===== config.mk =====
export PLATFORM = sky130hd
export DESIGN_NAME = vane_angle_bar_graph
export DESIGN_NICKNAME = d
export VERILOG_FILES = /design/src/sv/vab_pkg.sv /design/src/sv/vab_divider.sv /design/src/sv/vab_datapath.sv /design/src/sv/vab_ctrl.sv /design/src/sv/vane_angle_bar_graph.sv
export SDC_FILE = /design/constraint.sdc
export NUM_CORES = 1
export LEC_CHECK = 0
export ABC_AREA = 1
export BUFFER_PORTS_ARGS = -buffer_cell sky130_fd_sc_hd__buf_4
export CORE_MARGIN = 4
export CORE_UTILIZATION = 41
export CTS_CLUSTER_SIZE = 14
export DETAILED_ROUTE_END_ITERATION = 6
export GPL_TIMING_DRIVEN = 0
export SLEW_MARGIN = 20
export SYNTH_ARGS = -nofsm -noshare
export SYNTH_HDL_FRONTEND = slang
export SYNTH_SLANG_ARGS = --single-unit
export TNS_END_PERCENT = 5

===== constraint.sdc =====
create_clock -name clk -period 8.1 [get_ports clk]
set_input_delay 0.405 -clock clk [delete_from_list [all_inputs] [get_ports clk]]
set_output_delay 0.405 -clock clk [all_outputs]
set_load 0.1 [all_outputs]

===== src/sv/vab_pkg.sv =====
// Shared types and constants for the vane angle bar graph.
// No dependencies; imported by every module of the block.
`timescale 1ns / 1ps

package vab_pkg;

	localparam int DATA_W  = 16;   // sample, register and pattern width
	localparam int LEVEL_W = 4;    // bar level width
	localparam int DVS_W   = 17;   // divisor width: step size reaches 65536

	localparam logic [DATA_W-1:0] BAR_BASE = 16'hfffe;

	typedef enum logic [2:0] {
		ST_IDLE,
		ST_AVG,
		ST_DIV,
		ST_LEVEL,
		ST_OUT
	} vab_state_t;

	typedef struct packed {
		logic acc_en;     // add the accepted sample to the running sum
		logic frame_end;  // accepted sample closes the frame: latch total and span
		logic load_avg;   // capture clamped average and step size
		logic div_start;  // start the level division
		logic load_out;   // write the result word into the output register
	} vab_cmd_t;

	typedef struct packed {
		logic div_done;
		logic out_free;
	} vab_status_t;

endpackage


===== src/sv/vab_divider.sv =====
// Restoring divider, one quotient bit per cycle, used for the level division.
// Depends on vab_pkg for the divisor width.
`timescale 1ns / 1ps

module vab_divider
	import vab_pkg::*;
#(
	parameter int DVD_W = 21
) (
	input  logic             clk,
	input  logic             arst_n,
	input  logic             start,
	input  logic [DVD_W-1:0] dividend,
	input  logic [DVS_W-1:0] divisor,
	output logic             done,
	output logic [DVD_W-1:0] quotient
);

	localparam int CNT_W = $clog2(DVD_W + 1);

	logic             busy_q;
	logic             done_q;
	logic [CNT_W-1:0] cnt_q;
	logic [DVD_W-1:0] quo_q;
	logic [DVS_W-1:0] rem_q;
	logic [DVS_W-1:0] dvs_q;
	logic [DVS_W:0]   trial;
	logic             fits;

	assign trial = {rem_q, quo_q[DVD_W-1]};
	assign fits  = trial >= {1'b0, dvs_q};

	always_ff @(posedge clk or negedge arst_n) begin
		if (!arst_n) begin
			busy_q <= 1'b0;
			done_q <= 1'b0;
			cnt_q  <= '0;
		end else if (start) begin
			busy_q <= 1'b1;
			done_q <= 1'b0;
			cnt_q  <= CNT_W'(DVD_W);
		end else if (busy_q) begin
			cnt_q <= cnt_q - CNT_W'(1);
			if (cnt_q == CNT_W'(1)) begin
				busy_q <= 1'b0;
				done_q <= 1'b1;
			end
		end else begin
			done_q <= 1'b0;
		end
	end

	always_ff @(posedge clk) begin
		if (start) begin
			quo_q <= dividend;
			rem_q <= '0;
			dvs_q <= divisor;
		end else if (busy_q) begin
			// remainder stays below the divisor, so the top bit drops out
			rem_q <= fits ? DVS_W'(trial - {1'b0, dvs_q}) : trial[DVS_W-1:0];
			quo_q <= {quo_q[DVD_W-2:0], fits};
		end
	end

	assign done     = done_q;
	assign quotient = quo_q;

endmodule


===== src/sv/vab_datapath.sv =====
// Datapath: frame accumulator, reciprocal multiplies for average and step,
// level division, output register. Depends on vab_pkg and vab_divider.
`timescale 1ns / 1ps

module vab_datapath
	import vab_pkg::*;
#(
	parameter int SAMPLES_PER_FRAME = 20,
	parameter int LED_COUNT         = 10
) (
	input  logic               clk,
	input  logic               arst_n,
	input  vab_cmd_t           cmd,
	output vab_status_t        status,
	input  logic [DATA_W-1:0]  sample,
	input  logic [DATA_W-1:0]  vane_zero,
	input  logic [DATA_W-1:0]  stall_vane,
	input  logic               out_ready,
	output logic               out_valid,
	output logic [DATA_W-1:0]  led_pattern,
	output logic [LEVEL_W-1:0] bar_level,
	output logic [DATA_W-1:0]  vane_average
);

	localparam int SUM_W = DATA_W + $clog2(SAMPLES_PER_FRAME);

	// x * RCP >> SHIFT gives x / N exactly for every x below 2^W when
	// SHIFT = W + clog2(N) and RCP = ceil(2^SHIFT / N)
	localparam int AVG_SHIFT = SUM_W + $clog2(SAMPLES_PER_FRAME);
	localparam int AVG_RCP_W = SUM_W + 1;
	localparam logic [AVG_RCP_W-1:0] AVG_RCP = AVG_RCP_W'(
		((64'd1 << AVG_SHIFT) + 64'(SAMPLES_PER_FRAME) - 64'd1) / 64'(SAMPLES_PER_FRAME));

	localparam int STEP_SHIFT = DATA_W + $clog2(LED_COUNT);
	localparam int STEP_RCP_W = DATA_W + 1;
	localparam logic [STEP_RCP_W-1:0] STEP_RCP = STEP_RCP_W'(
		((64'd1 << STEP_SHIFT) + 64'(LED_COUNT) - 64'd1) / 64'(LED_COUNT));

	logic [SUM_W-1:0]             sum_q;
	logic [SUM_W-1:0]             acc_next;
	logic [SUM_W-1:0]             total_q;
	logic [DATA_W-1:0]            span;
	logic [DATA_W-1:0]            span_q;
	logic [SUM_W+AVG_RCP_W-1:0]   avg_prod;
	logic [DATA_W+STEP_RCP_W-1:0] step_prod;
	logic [DATA_W-1:0]            q_avg;
	logic [DATA_W-1:0]            avg_q;
	logic [DVS_W-1:0]             step_q;
	logic [DATA_W-1:0]            dvd;
	logic [DATA_W-1:0]            quo;
	logic                         div_done;
	logic [LEVEL_W-1:0]           lvl;
	logic                         out_valid_q;
	logic [DATA_W-1:0]            pattern_q;
	logic [LEVEL_W-1:0]           level_q;
	logic [DATA_W-1:0]            out_avg_q;

	assign acc_next = sum_q + SUM_W'(sample);

	always_ff @(posedge clk or negedge arst_n) begin
		if (!arst_n) begin
			sum_q <= '0;
		end else if (cmd.frame_end) begin
			sum_q <= '0;
		end else if (cmd.acc_en) begin
			sum_q <= acc_next;
		end
	end

	// stall below zero gives a zero span, hence a step of one
	assign span = (stall_vane >= vane_zero) ? stall_vane - vane_zero : '0;

	always_ff @(posedge clk) begin
		if (cmd.frame_end) begin
			total_q <= acc_next;
			span_q  <= span;
		end
	end

	assign avg_prod  = total_q * AVG_RCP;
	assign step_prod = span_q * STEP_RCP;
	assign q_avg     = DATA_W'(avg_prod >> AVG_SHIFT);

	always_ff @(posedge clk) begin
		if (cmd.load_avg) begin
			avg_q  <= (q_avg < vane_zero) ? vane_zero : q_avg;
			step_q <= DVS_W'(step_prod >> STEP_SHIFT) + DVS_W'(1);
		end
	end

	assign dvd = avg_q - vane_zero;

	vab_divider #(
		.DVD_W(DATA_W)
	) u_div (
		.clk      (clk),
		.arst_n   (arst_n),
		.start    (cmd.div_start),
		.dividend (dvd),
		.divisor  (step_q),
		.done     (div_done),
		.quotient (quo)
	);

	assign lvl = (quo > DATA_W'(LED_COUNT)) ? LEVEL_W'(LED_COUNT) : quo[LEVEL_W-1:0];

	always_ff @(posedge clk or negedge arst_n) begin
		if (!arst_n) begin
			out_valid_q <= 1'b0;
		end else if (cmd.load_out) begin
			out_valid_q <= 1'b1;
		end else if (out_ready) begin
			out_valid_q <= 1'b0;
		end
	end

	always_ff @(posedge clk) begin
		if (cmd.load_out) begin
			pattern_q <= BAR_BASE << lvl;
			level_q   <= lvl;
			out_avg_q <= avg_q;
		end
	end

	assign status.div_done = div_done;
	assign status.out_free = !out_valid_q || out_ready;

	assign out_valid    = out_valid_q;
	assign led_pattern  = pattern_q;
	assign bar_level    = level_q;
	assign vane_average = out_avg_q;

endmodule


===== src/sv/vab_ctrl.sv =====
// Controller: sample counter, input flow control and the per-frame
// sequence of average, step and level. Depends on vab_pkg.
`timescale 1ns / 1ps

module vab_ctrl
	import vab_pkg::*;
#(
	parameter int SAMPLES_PER_FRAME = 20
) (
	input  logic        clk,
	input  logic        arst_n,
	input  logic        in_valid,
	output logic        in_ready,
	input  vab_status_t status,
	output vab_cmd_t    cmd
);

	localparam int CNT_W = $clog2(SAMPLES_PER_FRAME + 1);
	localparam logic [CNT_W-1:0] LAST = CNT_W'(SAMPLES_PER_FRAME - 1);

	vab_state_t       state_q;
	vab_state_t       state_nxt;
	logic [CNT_W-1:0] count_q;
	logic             last_smp;
	logic             acc;

	assign last_smp = count_q == LAST;
	// the closing word of a frame waits until the previous frame is done
	assign in_ready = !(last_smp && state_q != ST_IDLE);
	assign acc      = in_valid && in_ready;

	always_ff @(posedge clk or negedge arst_n) begin
		if (!arst_n) begin
			state_q <= ST_IDLE;
			count_q <= '0;
		end else begin
			state_q <= state_nxt;
			if (acc) begin
				count_q <= last_smp ? '0 : count_q + CNT_W'(1);
			end
		end
	end

	always_comb begin
		state_nxt     = state_q;
		cmd           = '0;
		cmd.acc_en    = acc;
		cmd.frame_end = acc && last_smp;
		unique case (state_q)
			ST_IDLE: begin
				if (acc && last_smp) begin
					state_nxt = ST_AVG;
				end
			end
			ST_AVG: begin
				cmd.load_avg = 1'b1;
				state_nxt    = ST_DIV;
			end
			ST_DIV: begin
				cmd.div_start = 1'b1;
				state_nxt     = ST_LEVEL;
			end
			ST_LEVEL: begin
				if (status.div_done) begin
					state_nxt = ST_OUT;
				end
			end
			ST_OUT: begin
				if (status.out_free) begin
					cmd.load_out = 1'b1;
					state_nxt    = ST_IDLE;
				end
			end
			default: begin
				state_nxt = ST_IDLE;
			end
		endcase
	end

endmodule


===== src/sv/vane_angle_bar_graph.sv =====
// Top level of the vane angle bar graph: configuration registers and the
// controller and datapath. Depends on vab_pkg, vab_ctrl and vab_datapath.
`timescale 1ns / 1ps

// Usage
//   s_*   : one vane sample per word. A frame of SAMPLES_PER_FRAME words
//           gives one result word on m_*; other words give none.
//   m_*   : led_pattern, bar_level and clamped vane_average of the frame.
//   APB   : vane_zero at 0x0, stall_vane at 0x4, written and read back.
// From the closing word of a frame, the result passes through the
// reciprocal multiplies that give average and step size, the start of the
// level division, the restoring divider, the state that sees it done and
// the output register before m_tvalid rises.
// Throughput: every word but the closing one of a frame is taken each
// cycle; the closing word is held off while the previous frame is still
// in progress or its result cannot enter the output register.
// A stalled m_tready holds the result; samples but closing words keep flowing.
// Reset clears the frame sum and count, sets vane_zero to 0 and
// stall_vane to 0xffff, and empties the output register.

module vane_angle_bar_graph
	import vab_pkg::*;
#(
	parameter int SAMPLES_PER_FRAME = 20,
	parameter int LED_COUNT         = 10
) (
	input  logic        clk,
	input  logic        arst_n,
	input  logic        s_tvalid,
	output logic        s_tready,
	input  logic [15:0] s_tdata,   // [15:0] vane_sample
	output logic        m_tvalid,
	input  logic        m_tready,
	output logic [39:0] m_tdata,   // [15:0] led_pattern, [19:16] bar_level,
	                               // [35:20] vane_average, [39:36] zero
	input  logic        psel,
	input  logic        penable,
	input  logic        pwrite,
	input  logic [2:0]  paddr,
	input  logic [31:0] pwdata,
	output logic [31:0] prdata,
	output logic        pready
);

	logic [DATA_W-1:0]  zero_q;
	logic [DATA_W-1:0]  stall_q;
	logic               cfg_wr;
	vab_cmd_t           dp_cmd;
	vab_status_t        dp_status;
	logic [DATA_W-1:0]  led_pattern;
	logic [LEVEL_W-1:0] bar_level;
	logic [DATA_W-1:0]  vane_average;
	logic [DATA_W-1:0]  exp_pattern;

	assign pready = 1'b1;
	assign cfg_wr = psel && penable && pwrite && pready;

	always_ff @(posedge clk or negedge arst_n) begin
		if (!arst_n) begin
			zero_q  <= '0;
			stall_q <= 16'hffff;
		end else if (cfg_wr) begin
			if (paddr[2]) begin
				stall_q <= pwdata[DATA_W-1:0];
			end else begin
				zero_q <= pwdata[DATA_W-1:0];
			end
		end
	end

	assign prdata = paddr[2] ? {16'b0, stall_q} : {16'b0, zero_q};

	vab_ctrl #(
		.SAMPLES_PER_FRAME(SAMPLES_PER_FRAME)
	) u_ctrl (
		.clk      (clk),
		.arst_n   (arst_n),
		.in_valid (s_tvalid),
		.in_ready (s_tready),
		.status   (dp_status),
		.cmd      (dp_cmd)
	);

	vab_datapath #(
		.SAMPLES_PER_FRAME(SAMPLES_PER_FRAME),
		.LED_COUNT        (LED_COUNT)
	) u_dp (
		.clk          (clk),
		.arst_n       (arst_n),
		.cmd          (dp_cmd),
		.status       (dp_status),
		.sample       (s_tdata),
		.vane_zero    (zero_q),
		.stall_vane   (stall_q),
		.out_ready    (m_tready),
		.out_valid    (m_tvalid),
		.led_pattern  (led_pattern),
		.bar_level    (bar_level),
		.vane_average (vane_average)
	);

	assign m_tdata = {4'b0, vane_average, bar_level, led_pattern};

	assign exp_pattern = BAR_BASE << m_tdata[19:16];

	a_level_cap: assert property (@(posedge clk) disable iff (!arst_n)
		m_tvalid |-> m_tdata[19:16] <= LEVEL_W'(LED_COUNT))
		else $error("bar level above LED count");

	a_pattern_match: assert property (@(posedge clk) disable iff (!arst_n)
		m_tvalid |-> m_tdata[15:0] == exp_pattern)
		else $error("bar pattern does not match level");

	a_no_overwrite: assert property (@(posedge clk) disable iff (!arst_n)
		dp_cmd.load_out |-> (!m_tvalid || m_tready))
		else $error("pending result overwritten");

endmodule

Word level (Yosys, flattened, before mapping) --
Index checks and enable logic that the tools add are counted.
Cells by class: magnitude comparators 4, bitwise operators 1, multipliers 2, add/subtract/negate cells 7, muxes and demuxes 27, shift operators 1, reduce and logical (&&, ||, !) cells 16, equality and inequality tests 10
Operators by type and width (number):
- 16-bit two-way mux | 4
- 21-bit two-way mux | 2
- 21-bit by 20-bit multiplier with 40-bit output, second input constant | 1
- 16-bit by 16-bit multiplier with 32-bit output, second input constant | 1
- 16-bit subtractor | 2
- 21-bit by 16-bit adder with 21-bit output | 1
- 18-bit by 17-bit greater-or-equal comparator with 1-bit output | 1
- 17-bit two-way mux | 1
- 17-bit subtractor | 1
- 16-bit greater-or-equal comparator | 1
- 16-bit by 4-bit greater-than comparator with 1-bit output, second input constant | 1
- 16-bit < comparator | 1
- 16-bit by 4-bit left shift with 16-bit output, first input constant | 1
- 5-bit two-way mux | 3
- 3-bit one-hot mux with 5 select lines | 1
- 13-bit by 1-bit adder with 14-bit output, second input constant | 1
- 1-bit two-way mux | 12
- 3-bit two-way mux | 3
- 3-bit by 2-bit equality test with 1-bit output, second input constant | 2
- 2-bit nonzero test | 3
- 5-bit by 1-bit adder with 5-bit output, second input constant | 1
- 5-bit by 1-bit equality test with 1-bit output, second input constant | 1
- 5-bit equality test, second input constant | 1
- 1-bit logical AND | 5
- other kinds (14) | 17
Word-level totals: output and inout bits 75, flip-flop bits (word level) 225, logic and storage cells 87, input bits 58

Logic depth before layout (Yosys ltp) --
Gate-level depths: netlist of run 1.
depth in word-level cells 7, gate-level depth with buffers 37, mapped depth without buffers 35

Modules after synthesis --
Synthesis of run 1 repeated with hierarchy kept, for this count alone.
Second synthesis, totals: cell total of the unflattened synthesis 2970, area, all modules 25657.1 µm²
Modules (own cells, without submodules):
- vab_datapath | area an instance 19896.6 µm², seq. area each 3613.5 µm², cells an instance 2220, times used 1
- vab_divider | area an instance 3550.9 µm², seq. area each 1506.4 µm², cells an instance 465, times used 1
- vane_angle_bar_graph | area an instance 1677.9 µm², seq. area each 820.8 µm², cells an instance 217, times used 1
- vab_ctrl | area an instance 531.8 µm², seq. area each 200.2 µm², cells an instance 68, times used 1

Worst setup path after synthesis of run 1 --
No wires, ideal clock.
kind flip-flop to flip-flop, start point register u_dp.total_q[2], end point register u_dp.avg_q[6] (data pin), buffers on the path 1, library setup time 0.253 ns, clock period less this slack 7.015 ns, setup slack 1.085 ns, data required time 7.847 ns, arrival 6.763 ns, cell stages (with the launch flop) 31, cell sequence edfxtp_1 -> ha_1 -> xor2_1 -> ha_1 -> fa_1 -> fa_1 -> fa_1 -> fa_1 -> inv_1 -> fa_1 -> inv_1 -> ha_1 -> nand2_1 -> nor2_2 -> nand2_1 -> nor2_1 -> nand2_1 -> nand3_2 -> a21boi_2 -> o21ai_0 -> a21oi_1 -> xnor2_1 -> ha_1 -> a21oi_1 -> or2_2 -> a21oi_1 -> a2111oi_2 -> nand2_4 -> buf_6 -> nand2_1 -> nand2_1
On the way: word-level cells in the longest chain between the ends 3
Ends and longest elaborated chain:
- from (decl) | line vab_datapath.sv:41 | logic [SUM_W-1:0] total_q;
- from (signal assigned) | line vab_datapath.sv:75 | total_q <= acc_next;
- 21-bit by 20-bit multiplier with 40-bit output * | line vab_datapath.sv:80 | assign avg_prod = total_q * AVG_RCP;
- 16-bit < comparator | line vab_datapath.sv:86 | avg_q <= (q_avg < vane_zero) ? vane_zero : q_avg;
- 16-bit two-way mux * | line vab_datapath.sv:86
- to (signal assigned) | line vab_datapath.sv:86
- to (decl) | line vab_datapath.sv:47 | logic [DATA_W-1:0] avg_q;
Every way passes the cells marked *; elsewhere a longest branch is shown, timed or not. A chain may end at the register's enable or synchronous reset.

Final worst setup path of run 1 --
start point register u_dp.total_q[11], end point register u_dp.avg_q[6] (data pin)
Same word-level chain as after synthesis.

==> results of run 1 <==
sequential cells by signal, indices dropped and copies added, names as in the netlist:
register             count
stall_q                 16
u_ctrl.count_q           5
u_ctrl.state_q           3
u_dp.avg_q              16
u_dp.bar_level           4
u_dp.led_pattern        15
u_dp.out_valid           1
u_dp.span_q             16
u_dp.step_q             14
u_dp.sum_q              21
u_dp.total_q            21
u_dp.u_div.busy_q        1
u_dp.u_div.cnt_q         5
u_dp.u_div.done          1
u_dp.u_div.dvs_q        14
u_dp.u_div.quotient     16
u_dp.u_div.rem_q        17
u_dp.vane_average       16
zero_q                  16
placed cells by master (no fill, tap or decap), drive strengths merged, types with 13 or more instances in the layout:
| master | Yosys | routed |
|---|---|---|
| a21o | 21 | 21 |
| a21oi | 152 | 152 |
| a31oi | 18 | 18 |
| buf | 29 | 127 |
| clkbuf | 18 | 52 |
| conb | 2 | 27 |
| dfrtp | 53 | 53 |
| dfstp | 16 | 16 |
| dfxtp | 17 | 17 |
| edfxtp | 132 | 132 |
| fa | 221 | 221 |
| ha | 412 | 412 |
| inv | 591 | 593 |
| nand2 | 449 | 449 |
| nand3 | 73 | 73 |
| nand4 | 19 | 19 |
| nor2 | 145 | 145 |
| nor3 | 18 | 18 |
| o21ai | 150 | 150 |
| or2 | 13 | 13 |
| xnor2 | 41 | 41 |
| xor2 | 65 | 65 |
critical path, stage by stage, from the launching register on:
cell	delay (ns)
edfxtp_1	0.56
ha_2	0.51
inv_1	0.09
fa_1	0.53
inv_1	0.05
fa_1	0.54
inv_1	0.06
fa_1	0.52
fa_1	0.59
inv_1	0.05
ha_1	0.30
ha_1	0.30
ha_1	0.39
a21oi_1	0.24
o21ai_0	0.20
o21bai_1	0.20
a21oi_1	0.13
nand2_1	0.16
a21oi_1	0.25
xor2_2	0.29
ha_1	0.35
nand4_1	0.14
a21oi_1	0.09
a2111oi_4	0.33
buf_4	0.22
clkbuf_2	0.24
nand3_1	0.15
nand2_1	0.12
worst paths after layout:
| kind | to | from | cells after the start | slack [ns] |
|---|---|---|---|---|
| max reg2reg | u_dp.avg_q[6]$_DFFE_PP_ | u_dp.total_q[11]$_DFFE_PP_ | 27 | 0.35 |
| min | zero_q[9]$_DFFE_PN0P_ | arst_n | 1 | 0.01 |
| min reg2reg | u_dp.u_div.dvs_q[1]$_DFFE_PP_ | u_dp.step_q[1]$_DFFE_PP_ | 0 | 0.42 |
| max in group asynchronous | u_dp.sum_q[14]$_DFFE_PN0P_ | arst_n | 1 | 7.38 |
| max | u_dp.avg_q[6]$_DFFE_PP_ | u_dp.total_q[11]$_DFFE_PP_ | 27 | 0.35 |
| min in group clk | stall_q[0]$_DFFE_PN1P_ | pwdata[0] | 3 | 0.11 |
timing repair:
action / CTS / global route
buffers inserted: 0 / 3
endpoints found under the setup margin: 10 / 16
resized for setup: 1 / 9
hold endpoints to repair: 0 / 0
cloned: 0 / 0
pin swaps: 0 / 1
synth_stat cells (11+ instances only):
library cell,n
a21o_1,21
nor2_1,136
dfstp_2,16
clkbuf_1,18
buf_4,22
nand3_1,68
dfxtp_1,17
nor3_1,18
nand2_1,440
o22ai_1,11
edfxtp_1,132
xor2_1,61
ha_1,412
a31oi_1,18
o21bai_1,11
dfrtp_1,53
or2_2,13
fa_1,221
xnor2_1,40
o21ai_0,145
inv_1,590
a22o_1,12
nand4_1,19
a21oi_1,152
metrics by stage:
step / utilization / cells / cell area, um2 / setup slack (ns)
2_1_floorplan: - / 2765 / 24590 / 1.085
3_3_place_gp: 0.4438 / 3630 / 26240 / -0.04974
3_5_place_dp: 0.4456 / 3633 / 26350 / -0.1412
4_1_cts: 0.4601 / 3679 / 27210 / 0.03075
5_1_grt: 0.4611 / 3681 / 27270 / 0.008590
6_report: 0.4611 / 3681 / 27270 / 0.3539
final cells by class:
class	count	area, um2	area share
Timing Repair Buffer	98	795.8	0.02918
Multi-Input combinational cell	1908	16120	0.5911
Inverter	592	2222	0.08149
Sequential cell	218	6051	0.2219
Buffer	46	270.3	0.009911
Clock buffer	35	673.1	0.02469
Tap cell	773	967.2	0.03547
Clock inverter	11	171.4	0.006286
cell families (layout without fill, tap and decap cells):
kind of cell               after synthesis  count (layout)
and+or+nand+nor                        737             737
DFF                                    218             218
adders and majority gates              633             633
AOI/OAI and AO/OA                      405             405
buffers and inverters                  639             782
other                                    2              27
xor gates and xnor gates               106             106
layer usage:
layer  wire length, um  GRT usage  share of wire
met1             27410     0.2564           0.44
met2             30160     0.3458           0.49
met3              2828    0.02264          0.046
met4              1706    0.04770          0.027
met5                 0          0              0
==> metrics.md, run 1 <==
| Metric | Value |
|---|---|
| Status | `finished clean` |
| Crit path launch type | `flip-flop` |
| Port-buffer cells | `92` |
| GP Congestion | `0.9708` |
| Clk sinks | `218` |
| Worst Tran Pin Value | `1.032 ns` |
| Max_slew headroom | `0.3123` |
| Max-slew violations | `0` |
| Mean routed wirelength per cell | `16.87 um` |
| Post-Syn Area | `24,490 um2` |
| Main combinational cell family by area after synthesis | `adder cells` |
| Die Outline Area | `63,710 um2` |
| Initial core utilization | `0.4142` |
| Simple-Gate Fraction of Synth Area | `0.1267` |
| Synth Area in Adders | `0.3911` |
| RSZ-0062 raised after global routing | `false` |
| Layout Nets | `3,580` |
| Drt initial violations | `968` |
| Congestion Overflow GR | `0` |
| First-pass GRT wire length | `100,700 um` |
| H-Tree Depth | `1` |
| Synth area leaders | `ha_1 (21%), fa_1 (18%), edfxtp_1 (16%)` |
| Post-Synthesis Cells | `2,740` |
| Worst skew pair latency | `0.55 ns` |
| Post-Synth XOR/XNOR Area | `0.03944` |
| Yosys warns | `0` |
| Crit path kind | `flip-flop to flip-flop` |
| Clock buffer depth | `3` |
| Top FF cell, synth | `edfxtp_1` |
| Largest net degree at the start of global routing | `70` |
| Routed via count | `18,680` |
| EDFF count, synth | `132` |
| Core area | `59,130 um2` |
| Seq/Total Area, Yosys | `0.2470` |
| Avg Inst Size Synth | `8.939 um2` |
| Die Wd | `252.4 um` |
| Setup TNS | `0 ns` |
| Initial antenna violation count | `0` |
| Fin Hold WS | `0.01461 ns` |
| Final Setup Violations | `0` |
| Number of cell rows | `89` |
| Fin crit share | `0.9563` |
| Skew final | `0.009743 ns` |
| Final hold vios | `0` |
| Worst Path Max Fanout | `10` |
| I/O pin count | `133` |
| Top cell type's share of synthesized area | `0.2105` |
| DRC Markers | `0` |
| Antenna Violating Nets Remaining | `0` |
| Fin crit period | `7.746 ns` |
| Cts bufs inserted | `25` |
| Mux share of post-synthesis cell area | `0` |
| Post-synthesis compound-gate area fraction | `0.09354` |
| Share of flip-flops with an asynchronous set or reset | `0.3165` |
| Critical Path AT | `8.16 ns` |
| CTS tree | `yes` |
| Total track usage | `0.1952` |
| Detailed-route wire length | `62,110 um` |
| Post-CTS Hold Buffers | `0` |
| Post-synth top area cell | `ha_1` |
| Synth Register Bits | `218` |
| Vias in the first global route | `19,318` |
| MaxCap Viol Count | `0` |
| CP endpoint kind | `flip-flop` |
| DR vias/cell | `5.075` |
| Filler cells | `5,653` |
| Area Overhead vs Synth | `11.33%` |
| 1st-pass router iterations | `5` |
| CTS root buf | `clkbuf_16` |
| Post-DP HPWL | `53,310 um` |
| Fmax | `129.1 MHz` |
| Tightest Hold Check Type | `input pin to async pin` |
| CP Data Required Time | `8.51 ns` |
| Clock slew at reported path FFs | `0.06 ns` |
| Antenna diode count | `0` |
| Layout cell share with drive strength beyond 1 | `0.08012` |
| Netlist cell types | `55` |
| Die extent in y | `252.4 um` |
Power of run 1 is left out: the tool's default activity adds up to more than one toggle a clock period on the data nets, which glitch-free logic cannot reach.
==> inputs of run 2 (changes only) <==
--- a/config.mk
+++ b/config.mk
@@ -6,11 +6,11 @@
 export NUM_CORES = 1
 export LEC_CHECK = 0
 export ABC_AREA = 1
-export BUFFER_PORTS_ARGS = -buffer_cell sky130_fd_sc_hd__buf_4
 export CORE_MARGIN = 4
 export CORE_UTILIZATION = 41
 export CTS_CLUSTER_SIZE = 14
 export DETAILED_ROUTE_END_ITERATION = 6
+export DONT_BUFFER_PORTS = 1
 export GPL_TIMING_DRIVEN = 0
 export SLEW_MARGIN = 20
 export SYNTH_ARGS = -nofsm -noshare
==> run 2 against run 1 <==
  * Die area unchanged
  * Routed wire length is 0.40% lower
  * Register-to-register slack barely moved
  * Non-clock buffer count decreased by 89
  * Sequential cell count unchanged
  * Core utilization shrank 1.1 points
  * Critical endpoint is now u_dp.avg_q[7]$_DFFE_PP_
  * Highest routed layer unchanged
==> metrics.md, run 2 (same netlist as run 1, synthesis figures left out) <==
| Metric | Value |
|---|---|
| Worst stage delay on the critical path | `0.55 ns (-0.04 ns)` |
| Fin crit period | `7.744 ns (-0.002169 ns)` |
| Min-delay src | `pwdata[6]` |
| Clk sinks | `218 (unchanged)` |
| Skew final | `0.01103 ns (+0.001284 ns)` |
| Die Outline Area | `63,710 um2 (unchanged)` |
| Initial core utilization | `0.4142 (unchanged)` |
| Area Overhead vs Synth | `8.705%` |
| Crit path kind | `flip-flop to flip-flop` |
| Detailed-route wire length | `61,860 um (-0.40%)` |
| CTS root buf | `clkbuf_16` |
| Routed via count | `18,161 (-2.8%)` |
| GP Congestion | `0.9282 (-4.4%)` |
| Most common cell type on the critical path | `nand2_1` |
| CP endpoint kind | `flip-flop` |
| Critical Path AT | `8.05 ns (-0.11 ns)` |
| Vias in the first global route | `19,162 (-0.81%)` |
| Total track usage | `0.1967 (+0.001525)` |
| Reg2reg end | `u_dp.avg_q[7]$_DFFE_PP_` |
| Die extent in y | `252.4 um (unchanged)` |
| Worst skew pair latency | `0.55 ns (about the same)` |
| DRC Markers | `0 (unchanged)` |
| Largest net degree at the start of global routing | `70 (unchanged)` |
| Fin crit share | `0.9560 (about the same)` |
| Initial antenna violation count | `0 (unchanged)` |
| RSZ-0062 raised after global routing | `false` |
| Clock slew at reported path FFs | `0.06 ns (about the same)` |
| Final Setup Violations | `0 (unchanged)` |
| Congestion Overflow GR | `0 (unchanged)` |
| Antenna diode count | `0 (unchanged)` |
| H-Tree Depth | `1 (unchanged)` |
| Layout cell share with drive strength beyond 1 | `0.05601 (-0.02412)` |
| Cts bufs inserted | `26 (+4.0%)` |
| Post-DP HPWL | `53,140 um (-0.32%)` |
| Crit-path slowest cell | `edfxtp_1` |
| Core area | `59,130 um2 (unchanged)` |
| Worst Hold Depth | `2` |
| Most common cell after layout, fill and taps aside | `inv_1` |
| Max-slew violations | `0 (unchanged)` |
| Status | `finished clean` |
| Tightest Hold Check Type | `input pin to flip-flop` |
| Fmax | `129.1 MHz (about the same)` |
| Largest regs | `u_dp.sum_q: 21 flops, u_dp.total_q: 21 flops, u_dp.u_div.rem_q: 17 flops` |
| Filler cells | `5,715 (+1.1%)` |
| Port-buffer cells | `0 (-100%)` |
| First-pass GRT wire length | `101,600 um (+0.97%)` |
| Drt initial violations | `1,036 (+7.0%)` |
| Number of cell rows | `89 (unchanged)` |
| Mean routed wirelength per cell | `17.21 um (+2.0%)` |
| CP Data Required Time | `8.40 ns (-0.11 ns)` |
| Setup TNS | `0 ns (unchanged)` |
| R2R Setup Slk | `0.36 ns (about the same)` |
| CTS tree | `yes` |
| Crit path launch type | `flip-flop` |
| MaxCap Viol Count | `0 (unchanged)` |
| Antenna Violating Nets Remaining | `0 (unchanged)` |
| Reg2Reg Launch Point | `u_dp.total_q[5]$_DFFE_PP_` |
| Die Wd | `252.4 um (unchanged)` |
| Worst Path Max Fanout | `10 (unchanged)` |
| Most frequent cells in the layout | `inv_1 (590), nand2_1 (440), ha_1 (412), fa_1 (221), a21oi_1 (152)` |
| I/O pin count | `133 (unchanged)` |
| Clock buffer depth | `3 (unchanged)` |
| 1st-pass router iterations | `5 (unchanged)` |
| Hold Path End | `stall_q[6]$_DFFE_PN1P_` |
| Final hold vios | `0 (unchanged)` |
| DR vias/cell | `5.053 (-0.42%)` |
| Max_slew headroom | `0.1943 (-0.1180)` |
| Layout Nets | `3,492 (-2.5%)` |
| Reg2reg path depth | `29 (+7.4%)` |
| Worst Tran Pin Value | `1.208 ns (+0.1768 ns)` |
## run 2: worst max path at each step
| stage | depth (start not counted) | from | end | slack [ns] |
|---|---|---|---|---|
| finish | 29 | u_dp.total_q[5]$_DFFE_PP_ | u_dp.avg_q[7]$_DFFE_PP_ | 0.36 |
| global placement | 28 | u_dp.total_q[7]$_DFFE_PP_ | u_dp.avg_q[14]$_DFFE_PP_ | 0.07 |
| detailed placement | 28 | u_dp.total_q[7]$_DFFE_PP_ | u_dp.avg_q[9]$_DFFE_PP_ | -0.03 |
| floorplan | 30 | u_dp.total_q[2]$_DFFE_PP_ | u_dp.avg_q[6]$_DFFE_PP_ | 1.08 |
| global route | 31 | u_dp.total_q[2]$_DFFE_PP_ | u_dp.avg_q[10]$_DFFE_PP_ | 0.02 |
| CTS | 28 | u_dp.total_q[7]$_DFFE_PP_ | u_dp.avg_q[12]$_DFFE_PP_ | 0.21 |
## run 2: final cells by class
type / instances / area (um2) / area share
tap: 773 / 967.2 / 0.03633
clock buffer: 38 / 757.0 / 0.02843
buffer: 46 / 270.3 / 0.01015
timing repair buffer: 9 / 145.1 / 0.005451
clock inverter: 10 / 75.07 / 0.002820
inverter: 592 / 2222 / 0.08346
multi-input combinational: 1908 / 16140 / 0.6061
sequential: 218 / 6051 / 0.2273
## run 2: per-stage QoR
stage / util / hold slack [ns] / std cells / cell area, um2 / worst slack (ns)
CTS: 0.4499 / 0.003136 / 3592 / 26600 / 0.2135
global placement: 0.4322 / 0.1143 / 3538 / 25550 / 0.06879
detailed placement: 0.4348 / 0.1157 / 3541 / 25710 / -0.02793
finish: 0.4503 / 0.02901 / 3594 / 26620 / 0.3561
floorplan: - / 0.1094 / 2765 / 24590 / 1.085
global route: 0.4503 / 0.02479 / 3594 / 26620 / 0.02362
## run 2: critical path, delay by kind of cell (launching register included)
| kind | cells | cell delay (ns) |
|---|---|---|
| XOR/XNOR | 2 | 0.75 |
| flip-flops | 1 | 0.55 |
| buffers and inverters | 2 | 0.35 |
| AND/OR/NAND/NOR | 11 | 1.07 |
| adder cells (fa/ha/maj) | 9 | 3.86 |
| AO/OA/AOI/OAI | 5 | 0.90 |
## run 2: timing repair
action,CTS,global route
pin swaps,0,1
setup buffers,0,3
gates cloned,0,0
endpoints found under the setup margin,10,16
hold buffers,3,0
gates resized for setup,1,3
hold endpoints to repair,70,0
## run 2: layer usage
metal  global-route usage  up-vias  wire, um
met3              0.02408       89      2448
li1                     -     8942         -
met1               0.2682     8767     28500
met2               0.3383      363     29360
met5                    0        -         0
met4              0.04326        0      1550
Power of run 2 is left out for the same reason.
==> inputs of run 3 (changes only) <==
--- a/config.mk
+++ b/config.mk
@@ -12,6 +12,7 @@
 export DETAILED_ROUTE_END_ITERATION = 6
 export DONT_BUFFER_PORTS = 1
 export GPL_TIMING_DRIVEN = 0
+export PLACE_DENSITY_LB_ADDON = 0.1
 export SLEW_MARGIN = 20
 export SYNTH_ARGS = -nofsm -noshare
 export SYNTH_HDL_FRONTEND = slang
==> constraint.sdc (replaced) <==
create_clock -name clk -period 6.5 [get_ports clk]
set_input_delay 0.325 -clock clk [delete_from_list [all_inputs] [get_ports clk]]
set_output_delay 0.325 -clock clk [all_outputs]
set_load 0.1 [all_outputs]
==> run 3 against run 2 <==
  * The flow now finishes with violations (negative setup slack)
  * Routed wire length grew 5.9%
  * First-iteration DRC count shrank 9.8%
  * Via count shrank 0.20%
  * Highest routed layer unchanged
==> metrics.md, run 3 (same netlist as run 1, synthesis figures left out) <==
| Metric | Value |
|---|---|
| CTS root buf | `clkbuf_16` |
| Final Setup Violations | `16 (+16)` |
| Most common cell after layout, fill and taps aside | `inv_1` |
| Largest regs | `u_dp.sum_q: 21 flops, u_dp.total_q: 21 flops, u_dp.u_div.rem_q: 17 flops` |
| GP Congestion | `0.9113 (-1.8%)` |
| H-Tree Depth | `1 (unchanged)` |
| Critical Path AT | `7.44 ns (-0.61 ns)` |
| Crit path launch type | `flip-flop` |
| Fin crit period | `7.124 ns (-0.6203 ns)` |
| Antenna diode count | `0 (unchanged)` |
| MaxCap Viol Count | `0 (unchanged)` |
| Met1 Usage GRT | `0.2960 (+0.02782)` |
| Cts bufs inserted | `27 (+3.8%)` |
| Clk sinks | `218 (unchanged)` |
| Crit path max-delay family | `adder cells` |
| Fin worst setup slack | `-0.6237 ns (-0.9797 ns)` |
| Fmax | `140.4 MHz (+8.7%)` |
| 1st-pass router iterations | `5 (unchanged)` |
| Worst Path Max Fanout | `10 (unchanged)` |
| Max_slew headroom | `0.1937 (-0.0005660)` |
| Area Overhead vs Synth | `13.26%` |
| Vias in the first global route | `19,023 (-0.73%)` |
| Total track usage | `0.2095 (+0.01283)` |
| Die Outline Area | `63,710 um2 (unchanged)` |
| Port-buffer cells | `0 (unchanged)` |
| Skew final | `0.01527 ns (+0.004239 ns)` |
| Crit-path slowest cell | `fa_1` |
| Drt initial violations | `934 (-9.8%)` |
| Failing checks | `negative setup slack` |
| Tightest Hold Check Type | `input pin to flip-flop` |
| M3 GR Usage | `0.01976 (-0.004322)` |
| Antenna Violating Nets Remaining | `0 (unchanged)` |
| Met2 usage | `0.3562 (+0.01786)` |
| Routed via count | `18,124 (-0.20%)` |
| Layout cell share with drive strength beyond 1 | `0.09923 (+0.04323)` |
| Crit path kind | `flip-flop to flip-flop` |
| Die extent in y | `252.4 um (unchanged)` |
| Mean routed wirelength per cell | `17.98 um (+4.5%)` |
| Placed cells | `3,541 (unchanged)` |
| Post-DP HPWL | `55,360 um (+4.2%)` |
| Initial core utilization | `0.4142 (unchanged)` |
| Largest net degree at the start of global routing | `70 (unchanged)` |
| Die Wd | `252.4 um (unchanged)` |
| CTS tree | `yes` |
| Max-slew violations | `0 (unchanged)` |
| Initial antenna violation count | `1 (+1)` |
| Number of cell rows | `89 (unchanged)` |
| Most frequent cells in the layout | `inv_1 (587), nand2_1 (434), ha_1 (371), fa_1 (221), a21oi_1 (140)` |
| Worst stage delay on the critical path | `0.56 ns (about the same)` |
| Worst Tran Pin Value | `1.209 ns (+0.0008479 ns)` |
| CP endpoint kind | `flip-flop` |
| Clock buffer depth | `3 (unchanged)` |
| Final hold vios | `0 (unchanged)` |
| WP buf/inv | `4 (+2)` |
| Clock slew at reported path FFs | `0.06 ns (about the same)` |
| Most common cell type on the critical path | `nand2_1` |
| First-pass GRT wire length | `106,000 um (+4.3%)` |
| Status | `finished with violations` |
| Setup TNS | `-8.810 ns (-8.810 ns)` |
| DR vias/cell | `4.972 (-1.6%)` |
| CP Data Required Time | `6.82 ns (-1.58 ns)` |
| Congestion Overflow GR | `0 (unchanged)` |
| Core area | `59,130 um2 (unchanged)` |
| Detailed-route wire length | `65,530 um (+5.9%)` |
| RSZ-0062 raised after global routing | `true` |
| Fin crit share | `1.096 (+0.1399)` |
| DRC Markers | `0 (unchanged)` |
| I/O pin count | `133 (unchanged)` |
| Layout Nets | `3,542 (+1.4%)` |
| Cell Count, Final, Fillers Out | `3,645 (+1.4%)` |
| Grt peak-use layer | `met2` |
| Worst skew pair latency | `0.57 ns (+0.02 ns)` |
==> run 3: what timing repair did <==
action | CTS | global route
hold endpoints to repair | 87 | 0
hold buffers | 12 | 0
endpoints found under the setup margin | 23 | 26
pin swaps | 27 | 7
gates resized for setup | 51 | 17
setup buffers | 41 | 2
==> run 3: worst paths after layout <==
kind | slack, ns | startpoint | depth (start not counted) | end
hold / removal | 0.02 | pwdata[0] | 2 | stall_q[0]$_DFFE_PN1P_
min in group asynchronous | 0.41 | arst_n | 2 | u_ctrl.count_q[4]$_DFFE_PN0P_
setup / recovery | -0.62 | u_dp.total_q[15]$_DFFE_PP_ | 29 | u_dp.avg_q[6]$_DFFE_PP_
hold reg to reg | 0.42 | u_dp.step_q[6]$_DFFE_PP_ | 0 | u_dp.u_div.dvs_q[6]$_DFFE_PP_
max in group asynchronous | 5.75 | arst_n | 2 | stall_q[13]$_DFFE_PN1P_
setup reg to reg | -0.62 | u_dp.total_q[15]$_DFFE_PP_ | 29 | u_dp.avg_q[6]$_DFFE_PP_
==> run 3: cell type report <==
cell class,count,area [um2]
inverters,592,2222
well taps,773,967.2
flip-flops and latches,218,6051
plain buffers,46,274.0
clock buffers,36,750.7
clock inverters,14,128.9
repair buffers,58,535.5
multi-input cells,1908,16810
fillers,5750,31390
==> run 3: worst reg2reg max path, delay by kind of cell, from the launching register on <==
family	cells	cell delay, ns
adder cells (fa/ha/maj)	9	3.87
AO/OA/AOI/OAI	6	0.98
flip-flops	1	0.52
XOR/XNOR	1	0.26
buffers and inverters	4	0.47
AND/OR/NAND/NOR	9	0.80
==> run 3: routing by layer <==
metal | vias to the layer above | wire length [um]
met5 | - | 0
met4 | 0 | 1203
met3 | 59 | 1971
met2 | 259 | 31000
met1 | 8795 | 31360
li1 | 9011 | -
==> run 3: stage by stage <==
step                utilization  worst slack, ns  area, um2  hold WS [ns]
global placement         0.4376           -1.407      25880       0.03822
detailed placement       0.4406           -1.433      26050       0.03878
finish                   0.4691          -0.6237      27740       0.02239
CTS                      0.4671          -0.5343      27620       0.02241
global route             0.4691          -0.9585      27740       0.03129
floorplan                     -          -0.1897      24910       0.02941
Power of run 3 is left out for the same reason.
